**src/kinl_pkg.sv**
```systemverilog
// ----------------------------------------------------------------------------
// kinl_pkg: shared types, constants and helpers for the lexer
// Token kinds, scan modes, keyword tables and character classification.
// ----------------------------------------------------------------------------
package kinl_pkg;

   // Widths and limits
   localparam int OFFSET_BITS   = 32;
   localparam int MAX_TOKEN_LEN = 255;
   localparam int LEN_BITS      = $clog2(MAX_TOKEN_LEN + 1);
   localparam int NUM_KW        = 3;
   localparam int MAX_RESULTS   = 3;
   localparam int CNT_BITS      = $clog2(MAX_RESULTS + 1);

   // Scan modes
   typedef enum logic [2:0] {
      MODE_IDLE,
      MODE_IDENT,
      MODE_NUMBER,
      MODE_EQUAL,
      MODE_DONE
   } mode_type;

   // Token kind codes
   typedef enum logic [3:0] {
      KIND_IDENT  = 4'd0,
      KIND_NUMBER = 4'd1,
      KIND_LET    = 4'd2,
      KIND_PRINT  = 4'd3,
      KIND_WHILE  = 4'd4,
      KIND_PLUS   = 4'd5,
      KIND_MINUS  = 4'd6,
      KIND_MUL    = 4'd7,
      KIND_DIV    = 4'd8,
      KIND_ASSIGN = 4'd9,
      KIND_EQ     = 4'd10,
      KIND_SEMI   = 4'd11,
      KIND_LT     = 4'd12,
      KIND_LBRACE = 4'd13,
      KIND_RBRACE = 4'd14,
      KIND_END    = 4'd15
   } kind_type;

   // One result token
   typedef struct packed {
      kind_type                kind;
      logic [OFFSET_BITS-1:0]  offset;
      logic [LEN_BITS-1:0]     length;
   } token_type;

   // Characters
   localparam logic [7:0] CH_NUL    = 8'h00;
   localparam logic [7:0] CH_PLUS   = "+";
   localparam logic [7:0] CH_MINUS  = "-";
   localparam logic [7:0] CH_STAR   = "*";
   localparam logic [7:0] CH_SLASH  = "/";
   localparam logic [7:0] CH_EQUAL  = "=";
   localparam logic [7:0] CH_SEMI   = ";";
   localparam logic [7:0] CH_LESS   = "<";
   localparam logic [7:0] CH_LBRACE = "{";
   localparam logic [7:0] CH_RBRACE = "}";

   // Keyword table: let, print, while (padded to eight characters)
   localparam logic [7:0] KW_TEXT [NUM_KW][8] = '{
      '{"l", "e", "t", 8'h00, 8'h00, 8'h00, 8'h00, 8'h00},
      '{"p", "r", "i", "n", "t", 8'h00, 8'h00, 8'h00},
      '{"w", "h", "i", "l", "e", 8'h00, 8'h00, 8'h00}
   };
   localparam int       KW_LEN  [NUM_KW] = '{3, 5, 5};
   localparam kind_type KW_KIND [NUM_KW] = '{KIND_LET, KIND_PRINT, KIND_WHILE};

   function automatic logic is_alpha(input logic [7:0] c);
      return ((c >= "a") && (c <= "z")) || ((c >= "A") && (c <= "Z"));
   endfunction

   function automatic logic is_digit(input logic [7:0] c);
      return (c >= "0") && (c <= "9");
   endfunction

   // Drop keywords that no longer match at character position idx
   function automatic logic [NUM_KW-1:0] narrow_cand(input logic [NUM_KW-1:0] cand,
                                                     input logic [LEN_BITS-1:0] idx,
                                                     input logic [7:0] c);
      logic [NUM_KW-1:0] r;
      r = cand;
      for (int k = 0; k < NUM_KW; k++) begin
         if ((idx >= LEN_BITS'(KW_LEN[k])) || (KW_TEXT[k][idx[2:0]] != c)) begin
            r[k] = 1'b0;
         end
      end
      return r;
   endfunction

   // A mode that holds an unfinished token
   function automatic logic is_pending(input mode_type mode);
      return (mode == MODE_IDENT) || (mode == MODE_NUMBER) || (mode == MODE_EQUAL);
   endfunction

   // Token produced when the pending token is closed
   function automatic token_type flush_tok(input mode_type mode,
                                           input logic [OFFSET_BITS-1:0] start,
                                           input logic [LEN_BITS-1:0] len,
                                           input logic [NUM_KW-1:0] cand);
      token_type t;
      t.offset = start;
      t.length = len;
      t.kind   = KIND_IDENT;
      case (mode)
         MODE_IDENT: begin
            for (int k = 0; k < NUM_KW; k++) begin
               if (cand[k] && (len == LEN_BITS'(KW_LEN[k]))) begin
                  t.kind = KW_KIND[k];
               end
            end
         end
         MODE_NUMBER: begin
            t.kind = KIND_NUMBER;
         end
         MODE_EQUAL: begin
            t.kind   = KIND_ASSIGN;
            t.length = LEN_BITS'(1);
         end
         default: begin
            t.kind = KIND_IDENT;
         end
      endcase
      return t;
   endfunction

endpackage

```
**src/keyword_identifier_number_lexer.sv**
```systemverilog
// ----------------------------------------------------------------------------
// keyword_identifier_number_lexer: byte-serial tokenizer
// Scans identifiers, keywords, numbers and operators and reports each token
// as kind, start offset and length.
// ----------------------------------------------------------------------------
//
//   channel  direction  handshake            payload
//   req      in         req_valid/req_ready  source_byte, end_of_source
//   rsp      out        rsp_valid/rsp_ready  token_kind, token_offset,
//                                            token_length, last_of_run
//
// One request is taken per cycle while each byte yields at most one token and
// rsp_ready stays high. A byte that yields k tokens (k up to 3) holds the result
// group register until all k have left; the port drains one token per ready cycle.
// req_ready is high when the group register is empty or its last token
// leaves in this cycle. Synchronous reset returns the scanner to idle at
// offset zero. A stalled response holds the group and drops req_ready.
//
module keyword_identifier_number_lexer (
   input  logic        clock,
   input  logic        reset,
   input  logic        req_valid,
   output logic        req_ready,
   input  logic [7:0]  req_source_byte,
   input  logic        req_end_of_source,
   output logic        rsp_valid,
   input  logic        rsp_ready,
   output logic [3:0]  rsp_token_kind,
   output logic [31:0] rsp_token_offset,
   output logic [7:0]  rsp_token_length,
   output logic        rsp_last_of_run
);
   import kinl_pkg::*;

   // Scanner state
   mode_type               mode_ff, mode_in;
   logic [OFFSET_BITS-1:0] pos_ff, pos_in;
   logic [OFFSET_BITS-1:0] start_ff, start_in;
   logic [LEN_BITS-1:0]    len_ff, len_in;
   logic [NUM_KW-1:0]      cand_ff, cand_in;

   // Result group
   token_type              grp_ff [MAX_RESULTS];
   token_type              grp_in [MAX_RESULTS];
   logic [CNT_BITS-1:0]    grp_cnt_ff, grp_cnt_in;

   // Per-byte events
   mode_type               mid_mode;
   logic                   byte_used;
   logic                   flush_a_v, flush_b_v, single_v, end_v;
   kind_type               single_kind;
   logic [OFFSET_BITS-1:0] single_off, end_off, pos_inc;
   logic [LEN_BITS-1:0]    single_len;
   logic                   op_v;
   kind_type               op_kind;
   logic                   byte_alpha, byte_digit;
   logic                   accept, pop;

   assign pop       = rsp_valid && rsp_ready;
   assign req_ready = (grp_cnt_ff == '0) || (pop && (grp_cnt_ff == CNT_BITS'(1)));
   assign accept    = req_valid && req_ready;

   assign byte_alpha = is_alpha(req_source_byte);
   assign byte_digit = is_digit(req_source_byte);
   assign pos_inc    = pos_ff + OFFSET_BITS'(1);

   // Single-character operators
   always_comb begin
      op_v    = 1'b1;
      op_kind = KIND_PLUS;
      case (req_source_byte)
         CH_PLUS:   op_kind = KIND_PLUS;
         CH_MINUS:  op_kind = KIND_MINUS;
         CH_STAR:   op_kind = KIND_MUL;
         CH_SLASH:  op_kind = KIND_DIV;
         CH_SEMI:   op_kind = KIND_SEMI;
         CH_LESS:   op_kind = KIND_LT;
         CH_LBRACE: op_kind = KIND_LBRACE;
         CH_RBRACE: op_kind = KIND_RBRACE;
         default:   op_v    = 1'b0;
      endcase
   end

   // Next state and token events for the incoming byte
   always_comb begin
      mode_in     = mode_ff;
      pos_in      = pos_ff;
      start_in    = start_ff;
      len_in      = len_ff;
      cand_in     = cand_ff;
      mid_mode    = mode_ff;
      byte_used   = 1'b0;
      flush_a_v   = 1'b0;
      flush_b_v   = 1'b0;
      single_v    = 1'b0;
      single_kind = op_kind;
      single_off  = pos_ff;
      single_len  = LEN_BITS'(1);
      end_v       = 1'b0;
      end_off     = pos_ff;
      case (mode_ff)
         MODE_DONE: begin
            // only the end marker leaves this mode
            if (req_end_of_source) begin
               mode_in = MODE_IDLE;
               pos_in  = '0;
            end
         end
         default: begin
            if (req_source_byte == CH_NUL) begin
               // zero byte: flush, then END at this byte's offset
               flush_a_v = is_pending(mode_ff);
               end_v     = 1'b1;
               if (req_end_of_source) begin
                  mode_in = MODE_IDLE;
                  pos_in  = '0;
               end else begin
                  mode_in = MODE_DONE;
               end
            end else begin
               // continue or close the pending token
               case (mode_ff)
                  MODE_EQUAL: begin
                     if (req_source_byte == CH_EQUAL) begin
                        single_v    = 1'b1;
                        single_kind = KIND_EQ;
                        single_off  = start_ff;
                        single_len  = LEN_BITS'(2);
                        mid_mode    = MODE_IDLE;
                        byte_used   = 1'b1;
                     end else begin
                        flush_a_v = 1'b1;
                        mid_mode  = MODE_IDLE;
                     end
                  end
                  MODE_IDENT: begin
                     if (byte_alpha || byte_digit) begin
                        cand_in   = narrow_cand(cand_ff, len_ff, req_source_byte);
                        byte_used = 1'b1;
                        if (len_ff < LEN_BITS'(MAX_TOKEN_LEN)) begin
                           len_in = len_ff + LEN_BITS'(1);
                        end
                     end else begin
                        flush_a_v = 1'b1;
                        mid_mode  = MODE_IDLE;
                     end
                  end
                  MODE_NUMBER: begin
                     if (byte_digit) begin
                        byte_used = 1'b1;
                        if (len_ff < LEN_BITS'(MAX_TOKEN_LEN)) begin
                           len_in = len_ff + LEN_BITS'(1);
                        end
                     end else begin
                        flush_a_v = 1'b1;
                        mid_mode  = MODE_IDLE;
                     end
                  end
                  default: begin
                     mid_mode = MODE_IDLE;
                  end
               endcase

               // start a new token with this byte
               if (!byte_used) begin
                  if (byte_alpha) begin
                     mid_mode = MODE_IDENT;
                     start_in = pos_ff;
                     len_in   = LEN_BITS'(1);
                     cand_in  = narrow_cand('1, '0, req_source_byte);
                  end else if (byte_digit) begin
                     mid_mode = MODE_NUMBER;
                     start_in = pos_ff;
                     len_in   = LEN_BITS'(1);
                  end else if (req_source_byte == CH_EQUAL) begin
                     mid_mode = MODE_EQUAL;
                     start_in = pos_ff;
                     len_in   = LEN_BITS'(1);
                  end else begin
                     single_v = op_v;
                     mid_mode = MODE_IDLE;
                  end
               end

               // end of source flushes and restarts
               if (req_end_of_source) begin
                  flush_b_v = is_pending(mid_mode);
                  end_v     = 1'b1;
                  end_off   = pos_inc;
                  mode_in   = MODE_IDLE;
                  pos_in    = '0;
               end else begin
                  mode_in = mid_mode;
                  pos_in  = pos_inc;
               end
            end
         end
      endcase
   end

   // Pack the byte's tokens into the group, in order
   always_comb begin
      logic [CNT_BITS-1:0] n;
      n = '0;
      for (int i = 0; i < MAX_RESULTS; i++) begin
         grp_in[i] = '0;
      end
      if (flush_a_v) begin
         grp_in[n] = flush_tok(mode_ff, start_ff, len_ff, cand_ff);
         n = n + CNT_BITS'(1);
      end
      if (single_v) begin
         grp_in[n] = '{kind: single_kind, offset: single_off, length: single_len};
         n = n + CNT_BITS'(1);
      end
      if (flush_b_v) begin
         grp_in[n] = flush_tok(mid_mode, start_in, len_in, cand_in);
         n = n + CNT_BITS'(1);
      end
      if (end_v) begin
         grp_in[n] = '{kind: KIND_END, offset: end_off, length: '0};
         n = n + CNT_BITS'(1);
      end
      grp_cnt_in = n;
   end

   // Control registers
   always_ff @(posedge clock) begin
      if (reset) begin
         mode_ff    <= MODE_IDLE;
         pos_ff     <= '0;
         start_ff   <= '0;
         len_ff     <= '0;
         cand_ff    <= '1;
         grp_cnt_ff <= '0;
      end else begin
         if (accept) begin
            mode_ff    <= mode_in;
            pos_ff     <= pos_in;
            start_ff   <= start_in;
            len_ff     <= len_in;
            cand_ff    <= cand_in;
            grp_cnt_ff <= grp_cnt_in;
         end else if (pop) begin
            grp_cnt_ff <= grp_cnt_ff - CNT_BITS'(1);
         end
      end
   end

   // Result group payload: load on request, shift toward slot 0 on pop
   always_ff @(posedge clock) begin
      if (accept) begin
         grp_ff <= grp_in;
      end else if (pop) begin
         for (int i = 0; i < MAX_RESULTS - 1; i++) begin
            grp_ff[i] <= grp_ff[i+1];
         end
      end
   end

   assign rsp_valid        = (grp_cnt_ff != '0);
   assign rsp_token_kind   = grp_ff[0].kind;
   assign rsp_token_offset = 32'(grp_ff[0].offset);
   assign rsp_token_length = 8'(grp_ff[0].length);
   assign rsp_last_of_run  = (grp_cnt_ff == CNT_BITS'(1));

   // End marker always closes the byte's group
   a_end_is_last: assert property (@(posedge clock) disable iff (reset)
      (rsp_valid && (rsp_token_kind == KIND_END)) |-> rsp_last_of_run)
      else $error("END token is not the last of its group");

   // Bytes after an early zero give no tokens
   a_done_silent: assert property (@(posedge clock) disable iff (reset)
      (accept && (mode_ff == MODE_DONE)) |=> (grp_cnt_ff == '0))
      else $error("token produced while scanning is done");

   // End of source restarts the scanner at offset zero
   a_restart: assert property (@(posedge clock) disable iff (reset)
      (accept && req_end_of_source) |=> ((mode_ff == MODE_IDLE) && (pos_ff == '0)))
      else $error("scanner did not restart after end of source");

   // Last token taken with no new request empties the group
   a_drain: assert property (@(posedge clock) disable iff (reset)
      (pop && rsp_last_of_run && !req_valid) |=> !rsp_valid)
      else $error("group not empty after its last token left");

endmodule
```
**config.mk**
```make
export PLATFORM = sky130hd
export DESIGN_NAME = keyword_identifier_number_lexer
export DESIGN_NICKNAME = d
export VERILOG_FILES = /design/src/kinl_pkg.sv /design/src/keyword_identifier_number_lexer.sv
export SDC_FILE = /design/constraint.sdc
export NUM_CORES = 1
export LEC_CHECK = 0
export BUFFER_PORTS_ARGS = -buffer_cell sky130_fd_sc_hd__buf_4
export CAP_MARGIN = 20
export CORE_ASPECT_RATIO = 1.4
export CORE_MARGIN = 8
export CORE_UTILIZATION = 55
export DETAILED_ROUTE_END_ITERATION = 12
export GPL_TIMING_DRIVEN = 0
export PLACE_DENSITY = 0.83
export SLEW_MARGIN = 20
export SYNTH_ARGS = -nofsm -noshare
export SYNTH_HDL_FRONTEND = slang
export SYNTH_SLANG_ARGS = --single-unit
export TNS_END_PERCENT = 5
```
**constraint.sdc**
```tcl
create_clock -name clock -period 4.7 [get_ports clock]
set_input_delay 0.705 -clock clock [delete_from_list [all_inputs] [get_ports clock]]
set_output_delay 0.705 -clock clock [all_outputs]
set_load 0.05 [all_outputs]
```
==> summary.md, run 1 <==
| Metric | Value |
|---|---|
| Fillers | `2036` |
| FMAX | `215 MHz` |
| Synth cell count leaders | `nand2_1, nor2_1, edfxtp_1, a21oi_1, o21ai_0` |
| Kind of critical path | `in2reg` |
| Final net count | `1572` |
| Clock skew | `0.0113 ns` |
| DP Area | `14100 um^2` |
| Initial Util | `55.5%` |
| Post-synthesis compound-gate area fraction | `23.5%` |
| Post-route DRC | `0` |
| Ys async rst share | `0%` |
| Clock network fraction of total power | `28.8%` |
| Reg power frac | `39.0%` |
| DIE AREA | `29300 um^2` |
| Slew Viols, Final | `0` |
| Pleak | `5.28 nW` |
| Final Hold Vio Count | `0` |
| Placed cells | `1828` |
| CP Max Fanout | `10` |
| Post-synth EDFFs | `132` |
| FF+latch count, synth | `212` |
| Ant. Diodes | `0` |
| Die width | `147 um` |
| Fin crit share | `99.1%` |
| Largest net degree at the start of global routing | `57` |
| Total CTS buffers | `22` |
| Required @ worst endpoint | `4.93 ns` |
| # setup viols final | `0` |
| CTS sink count | `212` |
| Startpoint type of the worst setup path | `input pin` |
| Maximum vdd drop | `0.325 mV` |
| First-pass GRT wire length | `70600 um` |
| Post-Synthesis Cells | `1458` |
| 1st-pass router iterations | `7` |
| Layout cells sized above 1 | `17.0%` |
| Run status | `finished clean` |
| Switching share of power | `35.7%` |
| # IOs | `60` |
| Count leader, synth | `nand2_1` |
| Post-layout util | `62.6%` |
| Clock slew at reported path FFs | `0.07 ns` |
| Vias in the first global route | `12135` |
| Synth Area in XOR/XNOR | `3.85%` |
| RSZ-0062 raised after global routing | `true` |
| Buffers on Ports | `58` |
| Slew HR | `27.2%` |
| Pint | `0.00405 W` |
| # H-tree levels | `1` |
| Setup TNS | `0 ns` |
| Worst-Margin Slew | `1.09 ns` |
| Critical path capture point type | `flop` |
| Yosys top cell area share | `30.0%` |
| HPWL Detailed | `32600 um` |
| DRT antenna net count | `0` |
| Worst Hold Class | `reg2reg` |
| Synth Area in Adders | `1.71%` |
| Post-synth top flop | `edfxtp_1` |
| Initial DRC Count | `1314` |
| Maxcap violations | `0` |
| Die H | `199 um` |
| GPL Wtd Cong | `0.996` |
| All-Layer GR Usage | `31.1%` |
| CTS tree | `yes` |
| Clock Tree Root | `clkbuf_16` |
| Vias | `12594` |
| Final Critical Period | `4.66 ns` |
| Largest family of logic cells by synthesized area | `compound AO/OA/AOI/OAI gates` |
| Vias per inst | `6.75` |
| Per-cell routed wire length | `25.2 um` |
| Synth cell types | `98` |
| Combinational Power Share | `32.2%` |
| Clock Latency Late Sink | `0.52 ns` |
| Switching pwr | `0.00225 W` |
| Clock Path Buffers | `3` |
| Routed WL | `47000 um` |
| Post-Synthesis Cell Area | `13200 um^2` |
| GRT overflow | `0` |
| Area growth, synth to finish | `12.9%` |
| Final Non-Filler Cells | `1866` |
| Yosys warns | `0` |
| Post-CTS Setup Bufs | `0` |
| Top cell type by total area after synthesis | `edfxtp_1` |
| Initial antenna violation count | `0` |
| Area contributors post-synth | `edfxtp_1, dfxtp_1, nand2_1` |
| Pwr per Cell Area | `422 nW/um^2` |
| Core Region | `23800 um^2` |
| Design Area, Final | `14900 um^2` |
| Std-Cell Rows | `67` |
| Critical path arrival | `4.89 ns` |
| Post-synthesis mux area share | `2.35%` |
| Syn nets | `1489` |
| Syn_area_per_cell | `9.06 um^2` |
| Synth Area in Simple Gates | `18.8%` |
| Register area share after synthesis | `42.1%` |
power by group through the flow:
stage / clock [W] / combinational, W / sequential (W)
final: 0.00181 / 0.00203 / 0.00246
after floorplan: 0 / 0.00135 / 0.00248
after CTS: 0.00180 / 0.00198 / 0.00246
after detailed placement: 0 / 0.00197 / 0.00249
after global routing: 0.00187 / 0.00212 / 0.00248
after global placement: 0 / 0.00191 / 0.00251
worst paths after layout:
kind                              from                   endpoint  slack [ns]  depth (start not counted)
min reg2reg  start_ff[15]$_SDFFE_PP0P_  start_ff[15]$_SDFFE_PP0P_        0.49                          2
max reg2reg    mode_ff[0]$_SDFFE_PP0P_       grp_ff[36]$_DFFE_PP_        0.22                         12
max                 req_source_byte[1]       grp_ff[36]$_DFFE_PP_        0.04                         17
min          start_ff[15]$_SDFFE_PP0P_  start_ff[15]$_SDFFE_PP0P_        0.49                          2
layout make-up:
cell class	instances	area, um^2	share of cell area [%]
multi-input combinational	1051	6710	45.0
inverter	20	80.1	0.537
tap	310	388	2.60
clock buffer	28	614	4.12
buffer	174	956	6.41
clock inverter	11	111	0.747
sequential	212	5570	37.3
timing repair buffer	60	490	3.29
placed cells by master, fill, tap and decap left out, types with 9 or more instances in the layout:
| cell type | synthesis | final |
|---|---|---|
| nand2_1 | 205 | 201 |
| nor2_1 | 136 | 134 |
| edfxtp_1 | 132 | 132 |
| buf_4 | 50 | 108 |
| a21oi_1 | 100 | 98 |
| o21ai_0 | 97 | 97 |
| dfxtp_1 | 80 | 80 |
| clkbuf_1 | 81 | 79 |
| o22ai_1 | 41 | 41 |
| a221oi_1 | 32 | 32 |
| mux2i_1 | 31 | 31 |
| buf_2 | 33 | 30 |
| xnor2_1 | 30 | 29 |
| xor2_1 | 28 | 28 |
| nand3_1 | 28 | 27 |
| clkbuf_16 | 0 | 23 |
| a221oi_2 | 20 | 20 |
| inv_1 | 19 | 18 |
| nor3_1 | 18 | 18 |
| ha_1 | 18 | 18 |
| and3_1 | 14 | 14 |
| a211oi_1 | 15 | 14 |
| o211ai_1 | 12 | 12 |
| a221o_1 | 12 | 12 |
| a22o_1 | 11 | 11 |
| and2_1 | 11 | 11 |
| nand4_1 | 11 | 11 |
| nor2b_1 | 9 | 9 |
| a31oi_1 | 9 | 9 |
metrics by stage:
| stage | hold slack, ns | setup WS (ns) | total power, W |
|---|---|---|---|
| 2_1_floorplan | 0.458 | 0.305 | 0.00382 |
| 3_3_place_gp | 0.473 | -1.21 | 0.00443 |
| 3_5_place_dp | 0.483 | -1.27 | 0.00446 |
| 4_1_cts | 0.490 | 0.0668 | 0.00624 |
| 5_1_grt | 0.512 | -0.0250 | 0.00647 |
| 6_report | 0.495 | 0.0409 | 0.00630 |
repair_timing:
item | CTS | global route
hold buffers | 0 | 0
gates resized for setup | 10 | 18
endpoints found under the hold margin | 0 | 0
endpoints found under the setup margin | 100 | 68
cell families (layout without fill, tap and decap cells):
kind of cell / Yosys count / count (layout)
adders and majority gates: 18 / 18
xor gates and xnor gates: 58 / 58
muxes: 31 / 31
AOI/OAI and AO/OA: 433 / 433
buffers and inverters: 195 / 293
and+or+nand+nor: 511 / 511
DFF: 212 / 212
layer usage:
| metal | vias up | share of wire, % | wire length [um] | GRT usage, % |
|---|---|---|---|---|
| li1 | 5510 | - | - | - |
| met3 | 295 | 10 | 4780 | 6.87 |
| met5 | - | 0 | 0 | 0 |
| met2 | 871 | 47 | 21900 | 51.8 |
| met4 | 0 | 9.0 | 4250 | 26.2 |
| met1 | 5918 | 34 | 16100 | 33.6 |
worst max-delay path, stage by stage:
cell and delay, ns:
buf_4 0.13, or3_4 0.40, o221a_4 0.33, a21oi_4 0.30
and4_1 0.32, clkbuf_2 0.30, or2_2 0.20, inv_1 0.06
ha_1 0.19, nor4_1 0.27, a21oi_1 0.12, inv_1 0.09
ha_1 0.17, nand2_1 0.21, nand3_2 0.28, clkbuf_1 0.58
o21ai_0 0.24
registers in the layout, summed over array words and instances (netlist names):
| name | cells |
|---|---|
| rsp_token_offset | 32 |
| grp_ff | 88 |
| start_ff | 32 |
| pos_ff | 32 |
| mode_ff | 3 |
| rsp_token_kind | 4 |
| len_ff | 8 |
| rsp_token_length | 8 |
| grp_cnt_ff | 2 |
| cand_ff | 3 |
Note: power is estimated with default switching activity, not from simulation.
==> run 2, diff against run 1 <==
--- a/config.mk
+++ b/config.mk
@@ -5,6 +5,7 @@
 export SDC_FILE = /design/constraint.sdc
 export NUM_CORES = 1
 export LEC_CHECK = 0
+export ABC_AREA = 1
 export BUFFER_PORTS_ARGS = -buffer_cell sky130_fd_sc_hd__buf_4
 export CAP_MARGIN = 20
 export CORE_ASPECT_RATIO = 1.4
==> run 2 against run 1 <==
  * The run now ends with setup timing left
  * Sequential power is 24% higher
  * Clock-buffer cell count is 2 higher
  * Synthesized cell count is 27% higher
  * Critical endpoint is now grp_ff[26]$_DFFE_PP_
==> summary.md, run 2 <==
| Metric | Value |
|---|---|
| Failing checks | `setup timing` |
| Post-synth EDFFs | `132 (unchanged)` |
| Worst slack, placed | `-0.345 ns (+0.929 ns)` |
| Post-Synthesis Cells | `1846 (+27%)` |
| Per-cell routed wire length | `24.2 um (-4.0%)` |
| # IOs | `60 (unchanged)` |
| Final Hold Vio Count | `0 (unchanged)` |
| CP Max Fanout | `10 (unchanged)` |
| Total CTS buffers | `22 (unchanged)` |
| Final net count | `1957 (+24%)` |
| Syn nets | `1877 (+26%)` |
| # resized after CTS | `0 (-10)` |
| Most common cell after layout, fill and taps aside | `nand2_1` |
| Yosys warns | `0 (unchanged)` |
| Ant. Diodes | `0 (unchanged)` |
| Area growth, synth to finish | `11.8%` |
| GRT overflow | `0 (unchanged)` |
| Top reg by flops | `grp_ff` |
| Count leader, synth | `nand2_1` |
| # setup viols final | `10 (+10)` |
| Clock skew | `0.0140 ns (+0.00265 ns)` |
| All-Layer GR Usage | `35.2% (+4.1 points)` |
| Final Critical Period | `4.78 ns (+0.126 ns)` |
| First-pass GRT wire length | `81200 um (+15%)` |
| Hold endpoint | `start_ff[3]$_SDFFE_PP0P_` |
| Setup TNS | `-0.278 ns (-0.278 ns)` |
| Startpoint type of the worst setup path | `input pin` |
| Worst hold margin | `0.501 ns (+0.00639 ns)` |
| Reg-to-Reg Start | `mode_ff[2]$_SDFFE_PP0P_` |
| 1st-pass router iterations | `6 (-1)` |
| Hold Startpoint | `start_ff[3]$_SDFFE_PP0P_` |
| Worst setup margin | `-0.0848 ns (-0.126 ns)` |
| Worst r2r dst | `grp_ff[26]$_DFFE_PP_` |
| Pwr per Cell Area | `579 nW/um^2 (+37%)` |
| Initial Util | `56.0% (+0.54 points)` |
| Critical path capture point type | `flop` |
| FF+latch count, synth | `212 (unchanged)` |
| Clock Tree Root | `clkbuf_16` |
| Maximum vdd drop | `0.797 mV (+150%)` |
| FMAX | `209 MHz (-2.6%)` |
| Critical path arrival | `5.00 ns (+0.11 ns)` |
| Initial DRC Count | `1869 (+42%)` |
| Fin crit share | `102% (+2.7 points)` |
| Core Region | `24700 um^2 (+3.6%)` |
| Area contributors post-synth | `edfxtp_1, nand2_1, dfxtp_1` |
| Post-Synthesis Cell Area | `13800 um^2 (+4.6%)` |
| Syn_area_per_cell | `7.49 um^2 (-17%)` |
| Design Area, Final | `15500 um^2 (+3.6%)` |
| RSZ-0062 raised after global routing | `true` |
| Register area share after synthesis | `40.3% (-1.9 points)` |
| Slew Viols, Final | `0 (unchanged)` |
| Yosys top cell area share | `28.7% (-1.3 points)` |
| Worst reg2reg setup slack | `0.02 ns (-0.20 ns)` |
| HPWL Detailed | `39000 um (+19%)` |
| Clock Latency Late Sink | `0.53 ns (about the same)` |
| Hold depth | `2 (unchanged)` |
| Slew HR | `26.0% (-1.2 points)` |
| Initial antenna violation count | `0 (unchanged)` |
| Routed WL | `54600 um (+16%)` |
| Buffers on Ports | `54 (-6.9%)` |
| Die width | `150 um (+2.0%)` |
| Kind of critical path | `in2reg` |
| Post-CTS Setup Bufs | `0 (unchanged)` |
| DRT antenna net count | `0 (unchanged)` |
| Vias in the first global route | `13753 (+13%)` |
| Run status | `finished with violations` |
| Largest register FFs | `88 (unchanged)` |
| Layout cells sized above 1 | `12.9% (-4.1 points)` |
| Vias | `14494 (+15%)` |
| Clock Path Buffers | `3 (unchanged)` |
| Post-route DRC | `0 (unchanged)` |
| GPL Wtd Cong | `1.11 (+12%)` |
| Most frequent cells in the layout | `nand2_1, inv_1, o21ai_0` |
| Required @ worst endpoint | `4.91 ns (-0.02 ns)` |
| Vias per inst | `6.42 (-4.9%)` |
| DIE AREA | `30500 um^2 (+4.2%)` |
| Maxcap violations | `0 (unchanged)` |
| CTS tree | `yes` |
| Ys async rst share | `0% (unchanged)` |
| Pleak | `6.42 nW (+22%)` |
| Clock slew at reported path FFs | `0.06 ns (about the same)` |
| Synth cell count leaders | `nand2_1, inv_1, o21ai_0, edfxtp_1, nor2_1` |
| # H-tree levels | `1 (unchanged)` |
| Top cell type by total area after synthesis | `edfxtp_1` |
| CTS sink count | `212 (unchanged)` |
| Worst-Margin Slew | `1.11 ns (+0.0224 ns)` |
| Synth cell types | `48 (-51%)` |
| Hold-fix buffers, CTS | `0 (unchanged)` |
| DP Area | `14700 um^2 (+4.1%)` |
| Worst r2r path cells | `16 (+4)` |
| Placed cells | `2217 (+21%)` |
| Std-Cell Rows | `68 (+1.5%)` |
| Post-synth top flop | `edfxtp_1` |
| Final Non-Filler Cells | `2257 (+21%)` |
| Largest net degree at the start of global routing | `57 (unchanged)` |
| Worst Hold Class | `reg2reg` |
| Die H | `204 um (+2.1%)` |
-- run 2: changes by cell type in the layout (fill, tap and decap cells not counted), moves of 23 or more --
cell	delta
inv_1	+171
mux2i_1	-31
o211ai_1	+66
nand3_1	+42
o21ai_0	+45
nand2_1	+235
o21ai_1	+23
a221oi_1	-32
xnor2_1	-27
-- run 2: layout make-up --
type / count / area (um^2)
Multi-Input combinational cell: 1268 / 6630
Tap cell: 315 / 394
Timing Repair Buffer: 56 / 453
Fill cell: 2215 / 9220
Clock buffer: 30 / 602
Sequential cell: 212 / 5570
Buffer: 152 / 841
Inverter: 214 / 803
Clock inverter: 10 / 163
-- run 2: per-stage QoR --
step	total power [W]	utilization, %
floorplan	0.00570	-
finish	0.00895	62.6
detailed placement	0.00693	59.5
global route	0.00928	62.6
CTS	0.00882	62.6
global placement	0.00685	59.2
-- run 2: how the worst max path moves through the flow --
| stage | startpoint | to | slack (ns) | cells after the start |
|---|---|---|---|---|
| floorplan | req_source_byte[3] | grp_ff[55]$_DFFE_PP_ | 0.91 | 21 |
| global placement | req_source_byte[6] | grp_ff[14]$_DFFE_PP_ | -0.34 | 19 |
| detailed placement | req_source_byte[6] | grp_ff[26]$_DFFE_PP_ | -0.34 | 19 |
| CTS | req_source_byte[6] | grp_ff[70]$_DFFE_PP_ | 0.18 | 22 |
| global route | req_source_byte[3] | grp_ff[11]$_DFFE_PP_ | -0.15 | 18 |
| finish | req_source_byte[3] | grp_ff[26]$_DFFE_PP_ | -0.08 | 18 |
-- run 2: where the power goes --
group,internal (W),switching [W]
Sequential,0.00283,0.000226
Clock,0.00112,0.000790
Combinational,0.00114,0.00283
Total,0.00510,0.00385
-- run 2: cell families after synthesis --
kind of cell / synth area share, %
AND/OR/NAND/NOR: 23.2
AO/OA/AOI/OAI: 20.7
buffers and inverters: 11.8
flip-flops: 40.3
XOR/XNOR: 2.35
adder cells (fa/ha/maj): 1.63
-- run 2: metal layers --
layer	global-route usage, %	up-vias	part of all wire, %
li1	-	6410	-
met1	38.4	6585	32
met2	57.0	1152	46
met3	9.32	347	12
met4	28.1	0	9.4
met5	0	-	0
-- run 2: worst max-delay path, stage by stage --
cell and delay, ns:
buf_4 0.16, nand2_2 0.12, nor3_4 0.20, nand2_2 0.17, inv_1 0.16, nor2_1 0.06, nor2_1 0.25, inv_1 0.19
ha_1 0.31, inv_1 0.05, nor2_2 0.36, inv_2 0.21, nand2_1 0.19, ha_1 0.40, nand2_1 0.23, nand2_1 0.19
buf_1 0.76, o22ai_1 0.25
